File: config.mk
export PLATFORM = sky130hd
export DESIGN_NAME = c2s_sqrt
export DESIGN_NICKNAME = d
export VERILOG_FILES = /design/src/design/c2s_pkg.sv /design/src/design/c2s_sqrt.sv
export SDC_FILE = /design/constraint.sdc
export NUM_CORES = 2
export LEC_CHECK = 0
export BUFFER_PORTS_ARGS = -buffer_cell sky130_fd_sc_hd__buf_4
export CORE_MARGIN = 5
export CORE_UTILIZATION = 55
export DETAILED_ROUTE_END_ITERATION = 8
export MAX_ROUTING_LAYER = met4
export PLACE_DENSITY = 0.8
export SLEW_MARGIN = 20
export SYNTH_ARGS = -nofsm -noshare
export SYNTH_HDL_FRONTEND = slang
export SYNTH_SLANG_ARGS = --single-unit
File: constraint.sdc
create_clock -name i_clk -period 7 [get_ports i_clk]
set_clock_uncertainty 0.15 [all_clocks]
set_input_delay 0.35 -clock i_clk [delete_from_list [all_inputs] [get_ports i_clk]]
set_output_delay 0.35 -clock i_clk [all_outputs]
set_load 0.05 [all_outputs]
File: src/design/c2s_pkg.sv
// ----------------------------------------------------------------------------
// c2s_pkg
// Shared constants for the Cartesian to spherical converter: default sizes,
// fixed port widths and the CORDIC arctangent table.
// ----------------------------------------------------------------------------
`default_nettype none

package c2s_pkg;

    localparam int COORD_WIDTH_DEF   = 32;
    localparam int ANGLE_WIDTH_DEF   = 16;
    localparam int CORDIC_STAGES_DEF = 16;

    localparam int IN_W       = 32;
    localparam int OUT_DIST_W = 32;
    localparam int OUT_ANG_W  = 16;

    // The larger CORDIC operand is normalised so that its top bit is bit 60.
    localparam int NORM_TOP   = 60;
    localparam int NORM_STEPS = 6;
    localparam int CX_W       = 64;
    localparam int ACC_W      = 34;
    localparam int ATAN_DEPTH = 32;

    // atan(2^-i) with 2^32 units to a full turn.
    localparam logic [31:0] ATAN_TAB [0:ATAN_DEPTH-1] = '{
        32'd536870912, 32'd316933406, 32'd167458907, 32'd85004756,
        32'd42667331,  32'd21354465,  32'd10679838,  32'd5340245,
        32'd2670163,   32'd1335087,   32'd667544,    32'd333772,
        32'd166886,    32'd83443,     32'd41722,     32'd20861,
        32'd10430,     32'd5215,      32'd2608,      32'd1304,
        32'd652,       32'd326,       32'd163,       32'd81,
        32'd41,        32'd20,        32'd10,        32'd5,
        32'd3,         32'd1,         32'd1,         32'd0
    };

endpackage

`default_nettype wire

File: src/design/c2s_sqrt.sv
// ----------------------------------------------------------------------------
// c2s_sqrt
// Pipelined integer square root, one result bit per stage, rounded to nearest
// in a final stage.
// ----------------------------------------------------------------------------
`default_nettype none

module c2s_sqrt #(
    parameter int WIDTH = 32
) (
    input  wire logic                 i_clk,
    input  wire logic                 i_en,
    input  wire logic [2*WIDTH-1:0]   i_radicand,
    output logic      [WIDTH-1:0]     o_root
);
    import c2s_pkg::*;

    localparam int RAD_W = 2 * WIDTH;
    localparam int REM_W = WIDTH + 1;
    localparam int SUB_W = WIDTH + 3;

    logic [REM_W-1:0] w_rem  [0:WIDTH-1];
    logic [WIDTH-1:0] w_root [0:WIDTH-1];
    logic [RAD_W-1:0] w_rad  [0:WIDTH-1];

    logic [REM_W-1:0] r_rem  [1:WIDTH];
    logic [WIDTH-1:0] r_root [1:WIDTH];
    logic [RAD_W-1:0] r_rad  [1:WIDTH-1];
    logic [WIDTH-1:0] r_out;

    assign w_rem[0]  = '0;
    assign w_root[0] = '0;
    assign w_rad[0]  = i_radicand;

    for (genvar k = 1; k < WIDTH; k++) begin : g_link
        assign w_rem[k]  = r_rem[k];
        assign w_root[k] = r_root[k];
        assign w_rad[k]  = r_rad[k];
    end

    for (genvar k = 0; k < WIDTH; k++) begin : g_stage
        logic [SUB_W-1:0] n_shift;
        logic [SUB_W-1:0] n_trial;
        logic [SUB_W-1:0] n_diff;

        assign n_shift = {w_rem[k], w_rad[k][RAD_W-1 -: 2]};
        assign n_trial = SUB_W'({w_root[k], 2'b01});
        assign n_diff  = n_shift - n_trial;

        always_ff @(posedge i_clk) begin
            if (i_en) begin
                if (n_shift >= n_trial) begin
                    r_rem[k+1]  <= n_diff[REM_W-1:0];
                    r_root[k+1] <= {w_root[k][WIDTH-2:0], 1'b1};
                end else begin
                    r_rem[k+1]  <= n_shift[REM_W-1:0];
                    r_root[k+1] <= {w_root[k][WIDTH-2:0], 1'b0};
                end
            end
        end

        if (k < WIDTH - 1) begin : g_rad
            always_ff @(posedge i_clk) begin
                if (i_en) begin
                    r_rad[k+1] <= {w_rad[k][RAD_W-3:0], 2'b00};
                end
            end
        end
    end

    // A remainder above the root means the true root lies past the midpoint.
    always_ff @(posedge i_clk) begin
        if (i_en) begin
            if (r_rem[WIDTH] > REM_W'(r_root[WIDTH])) begin
                r_out <= r_root[WIDTH] + WIDTH'(1);
            end else begin
                r_out <= r_root[WIDTH];
            end
        end
    end

    assign o_root = r_out;

endmodule

`default_nettype wire

; ---- Yosys cells after proc, flatten, opt, wreduce, memory -nomap -nowiden
; Memories as Yosys holds them, arrays and structs flattened.
; Index checks and enable logic that the tools add are counted.
[op_classes]
bitwise_logic = 64
magnitude_cmp = 33
muxes = 259
add_sub_neg = 33
[ops]
columns = op, n
row1 = 35-bit by 34-bit >= comparator with 1-bit output, 31
row2 = 32-bit 2-to-1 mux, 33
row3 = 33-bit 2-to-1 mux, 32
row4 = 33-bit subtractor, 31
row5 = 1-bit 2-to-1 mux, 194
row6 = 1-bit OR, 64
row7 = 33-bit by 32-bit > comparator with 1-bit output, 1
row8 = "32-bit by 1-bit adder with 32-bit output, second input constant", 1
row9 = "2-bit by 1-bit subtractor with 3-bit output, second input constant", 1
row10 = "2-bit by 1-bit >= comparator with 1-bit output, second input constant", 1
[totals]
ram_bits = 4002
word_cells = 393
output_inout_bits = 32
n_memories = 3
reg_bits = 32
input_bits = 66
[mem_list]
columns = memory, words, word_bits, rd, rd_ports_with_merged_regs, wr, line
row1 = r_rad, 31, 62, 31, 0, 31, c2s_sqrt.sv:28  ; logic [RAD_W-1:0] r_rad [1:WIDTH-1];
row2 = r_rem, 32, 33, 32, 0, 32, c2s_sqrt.sv:26  ; logic [REM_W-1:0] r_rem [1:WIDTH];
row3 = r_root, 32, 32, 32, 0, 32, c2s_sqrt.sv:27  ; logic [WIDTH-1:0] r_root [1:WIDTH];

; ---- Depth between registers and ports, before layout
; An unclocked memory read counts as a cell.
[depth]
word_depth = 6
depth_mapped = 14

; ---- Worst setup path before layout
; OpenSTA, ideal clock, no wires.
[synth_path]
path_kind = register to register
start = register, netlist name r_rem[0][250]
end = register, netlist name r_rem[0][294]
t_required_ns = 6.579
setup_time_ns = 0.271
path_slack_ns = 3.336
period_less_slack_ns = 3.664
arrival_time_ns = 3.243
path_stages_with_launch = 11
path_cell_list = edfxtp_1 > or4_4 > or3_4 > or3_4 > or4_4 > or3_1 > or4_1 > buf_6 > nand3_4 > nor4_1 > xor2_1

==> run metrics <==
clock root cell=clkbuf_16; R2R cell count=9; register area=76870 um^2; fin crit period=4.990 ns; r2r endpoint=r_rem[0][329]$_DFFE_PP_; Setup crit start kind=register; drt first pass iters=9; M2 GR Usage=39.32%; Slowest-stage cell, CP=nand4b_1; setup violators final=0; Clock Sinks=2560; VDD IR max=0.2480 mV; Worst Hold End=r_rad[0][66]$_DFFE_PP_; Most Used Layer, Global Route=met2; hpwl dp=185900 um; slowest stage delay, CP=0.85 ns; met1 Use GR=28.90%; cell count after synthesis=9648; CP dominant cell by count=or4_1; Ys Warns=0; Synth top area share=63.09%; Initial DRC Count=6101; Post-route DRC=0; TritonCTS clock tree=built; max cap viols=0; R2R setup slack=2.01 ns; Hold WC Path Type=input port to register; CTS clock-pin slew for the worst setup and hold paths=0.06 ns; DP Worst Slack=2.128 ns; average size of a mapped cell=12.63 um^2; Setup Buffers After CTS=0; Placed Cells=12550; FMAX=200.4 MHz; WL final=261900 um; CTS buffer count=285; ANT nets after route=0; Area growth, synth to finish=11.85%; Setup crit start=r_rem[0][283]$_DFFE_PP_; GR Util met3=2.812%; GRT overflow=0; FFs w/ async S/R, synth=0%; total leakage power=52.08 nW; GRT Overall Usage=23.07%; worst slew pin tran=1.120 ns; Synth area leaders=edfxtp_1, ha_1, xnor2_1, xor2_1, o21ai_0; most frequent cells in the layout=edfxtp_1, inv_1, nand2_1; fillers=16630; FF-to-FF Start=r_rem[0][283]$_DFFE_PP_; Row Count=172; critical-path cell list=or4_1, or3_1, or4_1, a311oi_1, nand4b_1, nor2b_1, o211ai_1, nor3_1, xor2_1; Mapped Nets=10310; post-route insts no fill=13170; IO buf count=97; Pwr per Cell Area=329.2 nW/um^2; register bit total from synthesis=2560; first-pass GRT wire length=413700 um; crit-path max FO=22; Worst slew margin=25.30%; Initial Utilization=55.34%; die extent in x=480.7 um; Fin. Hold Viols=0; post-synthesis sequential area ratio=63.09%; final setup TNS=0 ns; Distinct cells, synth=89; crit share post-route=71.28%; die area=231000 um^2; CP required=7.46 ns; number of global-route vias before repair=75350; Netlist Area Pre-Place=121800 um^2; fin worst setup slack=2.010 ns; Hold-fix buffers, CTS=128; cell accounting for the most synthesized area=edfxtp_1; power after layout=44.87 mW; EDFF count, synth=2560; WL per Instance=19.88 um; IO Count=98; share of cells above drive strength 1=7.433%; Crit Path Category=register to register; H-tree levels=5; hold path start=i_radicand[4]; CP endpoint kind=register; nets=10670; commonest non-fill, non-tap cell in the layout=edfxtp_1; Arr. time, crit path=5.45 ns; Final GP Congestion=0.9217; area of the multi-input gates=41380 um^2; Hold Path Cell Cnt=2; Slew Limit Fails=0; via count=75980; Post-synth top flop=edfxtp_1; initial antenna violation count=2; routed vias/inst=5.768; RSZ-0062 raised after global routing=no; post_cts resized=0; core area=220200 um^2; clock buffer depth=4; largest net degree at the start of global routing=187; status=complete, no violations; Die Height=480.7 um; worst skew pair latency=0.92 ns
==> worst max-delay path, delay by kind of cell, from the launching register on <==
family | cells | cell delay [ns]
AND/OR/NAND/NOR | 6 | 2.92
AO/OA/AOI/OAI | 2 | 0.99
flip-flops | 1 | 0.44
XOR/XNOR | 1 | 0.19
==> area by class of cell <==
class / count / share of cell area (%)
inverter: 765 / 2.107
clock buffer: 338 / 5.473
sequential: 2560 / 56.41
clock inverter: 153 / 1.055
tap: 2958 / 2.716
antenna: 5 / 0.009181
multi-input combinational: 6107 / 30.36
timing repair buffer: 288 / 1.869
==> flip-flops by register name, summed over array words and instances (netlist names) <==
signal / flops
r_root: 528
r_rad: 992
r_rem: 1008
o_root: 32
==> metal layers <==
layer	part of all wire, %	up-vias	wire (um)
met3	4.6	580	11940
met2	50	2025	131900
met1	42	37000	109200
li1	-	36380	-
met4	3.4	0	8838
met5	0	-	0
==> cell usage after synthesis, drive strengths merged, types with 13 or more instances <==
cell	count
nor3b	17
or3	89
nand3	180
buf	18
a21boi	24
a211oi	39
a21oi	554
nand4	84
o2111ai	13
or4	63
ha	597
nor2	534
nand3b	22
a41oi	13
nor4	150
edfxtp	2560
o31ai	48
and3	65
a31o	13
nand4b	15
xor2	427
a211o	22
nand2b	111
o21a	113
and2	38
a2111oi	18
nand2	717
a21o	270
mux2i	19
mux2	86
a31oi	53
clkbuf	198
o21ai	574
xnor2	440
inv	763
nor3	265
o21bai	57
nor4b	32
or2	60
o211ai	40
nor2b	78
==> through the flow <==
stage / hold WS (ns) / util, % / cell area [um^2]
2_1_floorplan: 0.2503 / - / 121800
3_3_place_gp: 0.2503 / 57.26 / 126100
3_5_place_dp: 0.2545 / 57.26 / 126100
4_1_cts: 0.04492 / 61.89 / 136200
5_1_grt: 0.06362 / 61.90 / 136300
6_report: 0.09704 / 61.90 / 136300
==> where the power goes <==
part	switching (mW)	internal (mW)	total [mW]
Combinational	5.61	4.02	9.63
Sequential	1.43	19.5	20.9
Clock	5.84	8.51	14.4
==> how the worst max path moves through the flow <==
stage / cells after the start / end
finish: 9 / r_rem[0][329]$_DFFE_PP_
global route: 9 / r_rem[0][327]$_DFFE_PP_
CTS: 9 / r_rem[0][329]$_DFFE_PP_
detailed placement: 9 / r_rem[0][329]$_DFFE_PP_
global placement: 9 / r_rem[0][325]$_DFFE_PP_
floorplan: 10 / r_rem[0][294]$_DFFE_PP_
==> kinds of logic (layout without fill, tap and decap cells) <==
| logic type | count (synthesis) | in the layout | share of synthesized area (%) |
|---|---|---|---|
| AOI/OAI and AO/OA | 1982 | 1982 | 10.08 |
| xor gates and xnor gates | 867 | 867 | 6.232 |
| adders and majority gates | 597 | 597 | 6.131 |
| buffers and inverters | 981 | 1544 | 3.053 |
| DFF | 2560 | 2560 | 63.09 |
| muxes | 105 | 105 | 0.9509 |
| other | 0 | 5 | 0 |
| and+or+nand+nor | 2556 | 2556 | 10.46 |
Power figures use the tool's default switching activity.
